**config.mk**
```make
export PLATFORM = sky130hd
export DESIGN_NAME = sample_frame_serializer_core
export DESIGN_NICKNAME = d
export VERILOG_FILES = /design/src/rtl/core/sfs_pkg.sv /design/src/rtl/core/sfs_front.sv /design/src/rtl/core/sfs_queue.sv /design/src/rtl/core/sfs_back.sv /design/src/rtl/core/sample_frame_serializer_core.sv
export VERILOG_INCLUDE_DIRS = /design/src /design/src/rtl/core
export SDC_FILE = /design/constraint.sdc
export NUM_CORES = 1
export LEC_CHECK = 0
export BUFFER_PORTS_ARGS = -buffer_cell sky130_fd_sc_hd__buf_2
export CAP_MARGIN = 20
export CORE_MARGIN = 1
export CORE_UTILIZATION = 50
export CTS_CLUSTER_SIZE = 24
export DETAILED_ROUTE_END_ITERATION = 6
export GPL_TIMING_DRIVEN = 1
export PLACE_DENSITY = 0.64
export REMOVE_ABC_BUFFERS = 1
export SLEW_MARGIN = 10
export SYNTH_ARGS = -nofsm -noshare
export SYNTH_HDL_FRONTEND = slang
export SYNTH_SLANG_ARGS = --single-unit
```
**constraint.sdc**
```tcl
create_clock -name clk -period 12 [get_ports clk]
set_input_delay 0.6 -clock clk [delete_from_list [all_inputs] [get_ports clk]]
set_output_delay 0.6 -clock clk [all_outputs]
set_load 0.005 [all_outputs]
```
**src/rtl/core/sample_frame_serializer_core_macros.svh**
```systemverilog
// Assertion macros shared by the serializer RTL.
`ifndef SAMPLE_FRAME_SERIALIZER_CORE_MACROS_SVH
`define SAMPLE_FRAME_SERIALIZER_CORE_MACROS_SVH

// Same-cycle implication, checked outside reset.
`define SFS_ASSERT_NOW(label, clk, rst, ante, cons) \
  label: assert property (@(posedge clk) disable iff (rst) (ante) |-> (cons)) \
    else $error("sample_frame_serializer_core: same-cycle check failed");

// Next-cycle implication, checked outside reset.
`define SFS_ASSERT_NEXT(label, clk, rst, ante, cons) \
  label: assert property (@(posedge clk) disable iff (rst) (ante) |=> (cons)) \
    else $error("sample_frame_serializer_core: next-cycle check failed");

`endif

```
**src/rtl/core/sfs_pkg.sv**
```systemverilog
// Shared types and constants for the sample frame serializer.
package sfs_pkg;

  localparam logic [15:0] MAGIC_RESET = 16'hABCD;

  // One classified sample waiting for the byte emitter.
  typedef struct packed {
    logic        header;   // first sample of a frame: send the header first
    logic        eof;      // last sample of a frame
    logic [15:0] magic;    // magic captured when the sample was taken
    logic [31:0] seq;      // sequence number for the header
    logic [15:0] sample;
  } entry_t;

endpackage

```
**src/rtl/core/sfs_front.sv**
```systemverilog
// Front end: accepts samples, tracks frame position and sequence number.
module sfs_front #(
  parameter int SAMPLES_PER_FRAME = 32
) (
  input  logic           clk,
  input  logic           rst,
  input  logic           cfg_write_enable,
  input  logic [15:0]    cfg_write_data,
  input  logic           in_valid,
  output logic           in_ready,
  input  logic [15:0]    sample,
  output logic           push_valid,
  input  logic           push_ready,
  output sfs_pkg::entry_t push_entry
);

  localparam int IDX_W = (SAMPLES_PER_FRAME > 1) ? $clog2(SAMPLES_PER_FRAME) : 1;
  localparam logic [IDX_W-1:0] LAST_IDX = IDX_W'(SAMPLES_PER_FRAME - 1);

  logic [15:0]      magic_word;
  logic [IDX_W-1:0] sample_index;
  logic [31:0]      sequence_number;
  logic             first_sample;
  logic             last_sample;
  logic             accept;

  assign first_sample = (sample_index == '0);
  assign last_sample  = (sample_index == LAST_IDX);
  assign in_ready     = push_ready;
  assign push_valid   = in_valid;
  assign accept       = in_valid && push_ready;

  always_comb begin
    push_entry.header = first_sample;
    push_entry.eof    = last_sample;
    push_entry.magic  = magic_word;
    push_entry.seq    = sequence_number;
    push_entry.sample = sample;
  end

  always_ff @(posedge clk) begin
    if (rst) begin
      magic_word      <= sfs_pkg::MAGIC_RESET;
      sample_index    <= '0;
      sequence_number <= '0;
    end else begin
      if (cfg_write_enable) begin
        magic_word <= cfg_write_data;
      end
      if (accept) begin
        sample_index <= last_sample ? '0 : sample_index + IDX_W'(1);
        if (first_sample) begin
          sequence_number <= sequence_number + 32'd1;
        end
      end
    end
  end

endmodule

```
**src/rtl/core/sfs_queue.sv**
```systemverilog
// Two-entry queue between the front end and the byte emitter.
module sfs_queue (
  input  logic            clk,
  input  logic            rst,
  input  logic            push_valid,
  output logic            push_ready,
  input  sfs_pkg::entry_t push_entry,
  output logic            pop_valid,
  input  logic            pop,
  output sfs_pkg::entry_t pop_entry
);

  sfs_pkg::entry_t mem [2];
  logic       wr_ptr;
  logic       rd_ptr;
  logic [1:0] count;
  logic       do_push;

  assign push_ready = (count != 2'd2);
  assign pop_valid  = (count != 2'd0);
  assign do_push    = push_valid && push_ready;
  assign pop_entry  = mem[rd_ptr];

  always_ff @(posedge clk) begin
    if (do_push) begin
      mem[wr_ptr] <= push_entry;
    end
  end

  always_ff @(posedge clk) begin
    if (rst) begin
      wr_ptr <= 1'b0;
      rd_ptr <= 1'b0;
      count  <= 2'd0;
    end else begin
      if (do_push) begin
        wr_ptr <= ~wr_ptr;
      end
      if (pop) begin
        rd_ptr <= ~rd_ptr;
      end
      case ({do_push, pop})
        2'b10:   count <= count + 2'd1;
        2'b01:   count <= count - 2'd1;
        default: count <= count;
      endcase
    end
  end

endmodule

```
**src/rtl/core/sfs_back.sv**
```systemverilog
// Back end: walks each queued entry and emits its bytes, one per cycle while the receiver takes them.
module sfs_back #(
  parameter int SAMPLES_PER_FRAME = 32
) (
  input  logic            clk,
  input  logic            rst,
  input  logic            head_valid,
  input  sfs_pkg::entry_t head,
  output logic            pop,
  output logic            out_valid,
  input  logic            out_ready,
  output logic [7:0]      out_byte,
  output logic            last_of_item,
  output logic            end_of_frame
);

  localparam logic [15:0] FRAME_COUNT = 16'(SAMPLES_PER_FRAME);

  localparam logic [3:0] BYTE_MAGIC_LO  = 4'd0;
  localparam logic [3:0] BYTE_MAGIC_HI  = 4'd1;
  localparam logic [3:0] BYTE_COUNT_LO  = 4'd2;
  localparam logic [3:0] BYTE_COUNT_HI  = 4'd3;
  localparam logic [3:0] BYTE_SEQ_0     = 4'd4;
  localparam logic [3:0] BYTE_SEQ_1     = 4'd5;
  localparam logic [3:0] BYTE_SEQ_2     = 4'd6;
  localparam logic [3:0] BYTE_SEQ_3     = 4'd7;
  localparam logic [3:0] BYTE_SAMPLE_LO = 4'd8;
  localparam logic [3:0] BYTE_SAMPLE_HI = 4'd9;
  localparam logic [3:0] SAMPLE_ONLY_LAST = 4'd1;

  logic [3:0] pos;       // bytes already sent for the head entry
  logic [3:0] byte_sel;
  logic [7:0] byte_val;
  logic       is_last;
  logic       load;

  assign byte_sel = head.header ? pos : pos + BYTE_SAMPLE_LO;
  assign is_last  = head.header ? (pos == BYTE_SAMPLE_HI) : (pos == SAMPLE_ONLY_LAST);
  assign load     = head_valid && (!out_valid || out_ready);
  assign pop      = load && is_last;

  always_comb begin
    case (byte_sel)
      BYTE_MAGIC_LO:  byte_val = head.magic[7:0];
      BYTE_MAGIC_HI:  byte_val = head.magic[15:8];
      BYTE_COUNT_LO:  byte_val = FRAME_COUNT[7:0];
      BYTE_COUNT_HI:  byte_val = FRAME_COUNT[15:8];
      BYTE_SEQ_0:     byte_val = head.seq[7:0];
      BYTE_SEQ_1:     byte_val = head.seq[15:8];
      BYTE_SEQ_2:     byte_val = head.seq[23:16];
      BYTE_SEQ_3:     byte_val = head.seq[31:24];
      BYTE_SAMPLE_LO: byte_val = head.sample[7:0];
      BYTE_SAMPLE_HI: byte_val = head.sample[15:8];
      default:        byte_val = 8'h00;
    endcase
  end

  always_ff @(posedge clk) begin
    if (rst) begin
      out_valid <= 1'b0;
      pos       <= 4'd0;
    end else begin
      if (load) begin
        out_valid <= 1'b1;
        pos       <= is_last ? 4'd0 : pos + 4'd1;
      end else if (out_ready) begin
        out_valid <= 1'b0;
      end
    end
  end

  always_ff @(posedge clk) begin
    if (load) begin
      out_byte     <= byte_val;
      last_of_item <= is_last;
      end_of_frame <= is_last && head.eof;
    end
  end

endmodule

```
**src/rtl/core/sample_frame_serializer_core.sv**
```systemverilog
// Top level of the sample frame serializer: front end, queue and byte emitter.
//
// Input channel: one 16-bit sample per beat (in_valid/in_ready, sample).
// Output channel: one wire byte per beat (out_valid/out_ready, out_byte,
// last_of_item, end_of_frame), little-endian. The first sample of a frame
// brings an 8-byte header (magic, sample count, 32-bit sequence number)
// ahead of its two bytes; every other sample brings two bytes.
// With the pipe empty, a sample is first written into the queue and its first
// byte is then registered in the output register of the emitter.
// Throughput: one output byte per cycle while the receiver takes every byte,
// set by the single byte register of the emitter.
// A two-entry queue lets the front take samples while the emitter works, so
// input stalls only while the queue is full.
// The magic register is written with cfg_write_enable/cfg_write_data and is
// captured with each frame's first sample.
// Reset (rst, synchronous): empties the queue, drops any byte on the output,
// restores magic 0xABCD and clears frame position and sequence number.
// When the receiver stalls, the output byte holds, the queue fills and then
// in_ready drops; nothing is lost.
module sample_frame_serializer_core #(
  parameter int SAMPLES_PER_FRAME = 32
) (
  input  logic        clk,
  input  logic        rst,
  input  logic        cfg_write_enable,
  input  logic [15:0] cfg_write_data,
  input  logic        in_valid,
  output logic        in_ready,
  input  logic [15:0] sample,
  output logic        out_valid,
  input  logic        out_ready,
  output logic [7:0]  out_byte,
  output logic        last_of_item,
  output logic        end_of_frame
);

`include "sample_frame_serializer_core_macros.svh"

  // Front to queue
  logic            q_push_valid;
  logic            q_push_ready;
  sfs_pkg::entry_t q_push_entry;

  // Queue to emitter
  logic            q_pop_valid;
  logic            q_pop;
  sfs_pkg::entry_t q_head;

  // Classify each sample: header or not, end of frame, and capture magic
  // and sequence number for its header.
  sfs_front #(
    .SAMPLES_PER_FRAME(SAMPLES_PER_FRAME)
  ) u_front (
    .clk             (clk),
    .rst             (rst),
    .cfg_write_enable(cfg_write_enable),
    .cfg_write_data  (cfg_write_data),
    .in_valid        (in_valid),
    .in_ready        (in_ready),
    .sample          (sample),
    .push_valid      (q_push_valid),
    .push_ready      (q_push_ready),
    .push_entry      (q_push_entry)
  );

  // Decouple: hold up to two classified samples.
  sfs_queue u_queue (
    .clk       (clk),
    .rst       (rst),
    .push_valid(q_push_valid),
    .push_ready(q_push_ready),
    .push_entry(q_push_entry),
    .pop_valid (q_pop_valid),
    .pop       (q_pop),
    .pop_entry (q_head)
  );

  // Advance through the head entry one byte per output beat.
  sfs_back #(
    .SAMPLES_PER_FRAME(SAMPLES_PER_FRAME)
  ) u_back (
    .clk         (clk),
    .rst         (rst),
    .head_valid  (q_pop_valid),
    .head        (q_head),
    .pop         (q_pop),
    .out_valid   (out_valid),
    .out_ready   (out_ready),
    .out_byte    (out_byte),
    .last_of_item(last_of_item),
    .end_of_frame(end_of_frame)
  );

  // A frame ends only on the last byte of a sample.
  `SFS_ASSERT_NOW(a_eof_on_last, clk, rst, out_valid && end_of_frame, last_of_item)
  // A sample beat leaves the queue non-empty on the next cycle.
  `SFS_ASSERT_NEXT(a_push_fills, clk, rst, in_valid && in_ready, q_pop_valid)
  // The emitter never pops an empty queue.
  `SFS_ASSERT_NOW(a_pop_nonempty, clk, rst, q_pop, q_pop_valid)

endmodule

```
==> results.md <==
- For the worst setup path, the data required time is 12.40 ns.
- The leakage power is 3.21 nW.
- The number of antenna repair diodes is 0.
- The number of antenna violations at the first check in global routing is 0.
- The final weighted congestion in routability-driven placement is 0.785.
- The headroom to the max-slew limit is 0.256.
- The first global-routing pass estimated 26,400 um of wire.
- The number of hold buffers added after CTS is 0.
- In the final layout, the share of cells above drive strength 1 is 0.173.
- The total global-route track usage is 0.192.
- The arrival time of data at the critical path endpoint is 3.67 ns.
- The post-synthesis cell area is 8470 um^2.
- The die width is 132 um.
- The cell area reported after detailed placement is 8860 um^2.
- The area growth from synthesis to layout is 12.3%.
- The largest net degree at the start of global routing is 83.
- The overall die area is 17,500 um^2.
- The number of nets in the layout is 714.
- The final worst-path cycle share is 0.272.
- The cell sitting at the root of the clock tree is a sky130_fd_sc_hd__clkbuf_16.
- The number of top-level pins is 49.
- Ranked by total cell area, the synthesized netlist is headed by sky130_fd_sc_hd__edfxtp_1, sky130_fd_sc_hd__dfxtp_1, sky130_fd_sc_hd__mux2i_1, sky130_fd_sc_hd__mux2_2, sky130_fd_sc_hd__nor2b_1.
- The synthesized design spends more area on one cell type than any other, namely sky130_fd_sc_hd__edfxtp_1.
- The number of setup violations in the final report is 0.
- Prior to clock tree synthesis, the placed netlist has a worst setup slack of 8.72 ns.
- The number of setup buffers added after CTS is 0.
- For the pin with the worst max-slew slack, the measured transition is 1.12 ns.
- After detailed routing, the total wire length is 16,500 um.
- The sequential area share after synthesis is 0.652.
- The least setup slack across all paths after layout is 8.74 ns.
- Setup repair after global routing left no endpoint under its margin.
- Detailed placement ended at an HPWL of 10,200 um.
- The die is 132 um tall.
- CTS built an H-tree with a depth of 1.
- The number of clock buffers added by TritonCTS is 21.
- Static timing analysis puts the maximum clock frequency at 307 MHz.
- The worst hold-check path type is in -> reg.
- The TritonCTS clock tree is built.
- The fill cell total of the finished layout is 1,371.
- In this run the power density over the cells is 177 nW/um^2.
- The start-to-end type of the worst setup path is reg -> reg.
- The share of synthesized registers carrying an async set or reset is 0.
- The clock slew seen by the registers of the worst setup and hold paths is 0.06 ns.
- The endpoint type of the worst setup path is a flip-flop.
- The via count of the first global-routing pass is 5,083.
- After layout, the minimum clock period comes to 3.26 ns.
- The number of port buffers is 48.
- The count of flip-flops with a built-in enable after synthesis is 142.
- The final max-slew violation count was 0.
- The initial utilization of the core area, before any placement, comes to 0.511.
- The run finished with clean final reports.
- The maximum net fanout on the critical path is 65.
- The number of DRC markers after the initial detailed-route iteration is 346.
- On the final layout, the worst clock skew is 0.00519 ns.
- The latest clock arrival within the worst-skew pair is 0.48 ns.
- The cell count after synthesis is 638.
- During synthesis, Yosys emitted a total of 0 warnings.
- The floorplan has 47 rows.
- Counting along the longest clock path gives a buffer depth of 3.
- Adding up every negative setup slack in the final design gives 0 ns.
- Using the TritonRoute via totals, the vias-per-cell ratio works out to 5.67.
- Detailed routing inserted a total of 5,138 vias.
- After detailed routing, the average wire length per cell comes to 18.2 um.
- Summed over all layers, the global routing overflow is 0.
- The number of remaining DRC errors is 0.
- The worst IR drop on VDD is 0.0828 mV.
- A synthesized cell averages 13.3 um^2.
- The predominant post-synthesis flop cell is sky130_fd_sc_hd__edfxtp_1.
- The number of synthesized register bits is 205.
- The most numerous cell in the Yosys netlist is sky130_fd_sc_hd__edfxtp_1.
- The first detailed-routing pass took 5 iterations.
- The final count of hold timing violations is 0.
- The number of antenna-violating nets in the routed design is 0.
- The number of distinct library cells after synthesis is 46.
- The final instance area is 9520 um^2.
- The area of the placeable core is 16,600 um^2.
- The number of maximum-capacitance violations is 0.
- STA classifies the critical path startpoint as a flip-flop.
- Once the clock tree was built, the resizer swapped 0 gates to a different size.
- The number of sinks on the clock net is 205.
- Sorting the synthesized cells by how often they occur yields sky130_fd_sc_hd__edfxtp_1, sky130_fd_sc_hd__mux2i_1, sky130_fd_sc_hd__dfxtp_1.
- The share of synthesized area in the top cell type comes to 0.503.
stage by stage:
step | std cells | utilization | hold WS [ns] | power (mW)
floorplan | 597 | - | 0.418 | 1.00
global placement | 869 | 0.534 | 0.425 | 1.07
detailed placement | 869 | 0.534 | 0.430 | 1.08
CTS | 906 | 0.574 | 0.292 | 1.69
global route | 906 | 0.574 | 0.298 | 1.75
finish | 906 | 0.574 | 0.305 | 1.68
final cells by class:
type                       instances  area [um^2]  share of cell area
timing repair buffer              52          270              0.0284
clock inverter                     5         48.8             0.00513
inverter                           9         33.8             0.00355
clock buffer                      32          607              0.0638
multi-input combinational        383         2750               0.289
tap                              220          275              0.0289
sequential                       205         5530               0.581
layer usage:
| layer | global-route usage | vias up | part of all wire |
|---|---|---|---|
| met5 | 0 | - | 0 |
| met4 | 0.0549 | 0 | 0.020 |
| met3 | 0.0277 | 31 | 0.047 |
| met2 | 0.325 | 127 | 0.48 |
| met1 | 0.258 | 2497 | 0.45 |
| li1 | - | 2483 | - |
flip-flops by register name, indices dropped and copies added, names as in the netlist, 2 cells and up, named ones only:
name	count
u_queue.count	2
u_front.sequence_number	32
u_front.sample_index	5
u_queue.mem	132
u_back.pos	4
u_front.magic_word	16
u_back.out_byte	8
placed cells by master (no fill, tap or decap), drive strengths merged, types with 6 or more instances in the layout:
cell and count:
nor4 22, or4 10, o31ai 8, mux2i 68, o22ai 26, edfxtp 142, dfxtp 63, clkbuf 32
or3 6, nor2 52, a21oi 26, xor2 8, o21ai 6, nor2b 32, nand3 15, inv 9
nand2 14, a211o 10, nand4 11, mux2 27, buf 52
final timing paths:
kind / cells past startpoint / from / to / slack, ns
setup reg to reg: 7 / flip-flop / u_queue.count[1] / 8.74
hold reg to reg: 0 / u_front.magic_word[15] / u_queue.mem[1][63] / 0.45
hold / removal: 1 / sample[10] / u_queue.mem[0][10] / 0.30
setup / recovery: 7 / flip-flop / u_queue.count[1] / 8.74
kinds of logic (layout without fill, tap and decap cells):
| logic type | after synthesis | count (layout) | share of synthesized area |
|---|---|---|---|
| buffers and inverters | 50 | 98 | 0.0238 |
| and+or+nand+nor | 188 | 188 | 0.124 |
| muxes | 96 | 96 | 0.119 |
| AOI/OAI and AO/OA | 83 | 83 | 0.0626 |
| adders and majority gates | 5 | 5 | 0.00739 |
| DFF | 205 | 205 | 0.652 |
| xor gates and xnor gates | 11 | 11 | 0.0114 |
worst max-delay path: stages, from the launching register on:
cell and delay, ns:
sky130_fd_sc_hd__dfxtp_4 1.08, sky130_fd_sc_hd__mux2i_1 0.45, sky130_fd_sc_hd__xnor2_1 0.10, sky130_fd_sc_hd__buf_4 0.20
sky130_fd_sc_hd__nor3b_1 0.45, sky130_fd_sc_hd__ha_1 0.35, sky130_fd_sc_hd__or3_1 0.38, sky130_fd_sc_hd__a21oi_1 0.15
power by group:
group | total [mW] | switching [mW] | internal [mW] | leakage, nW
logic | 0.194 | 0.120 | 0.0743 | 1.04
registers | 0.867 | 0.0337 | 0.834 | 1.85
clock network | 0.618 | 0.249 | 0.369 | 0.323
total | 1.68 | 0.403 | 1.28 | 3.21
Note: power is estimated with default switching activity, not from simulation.
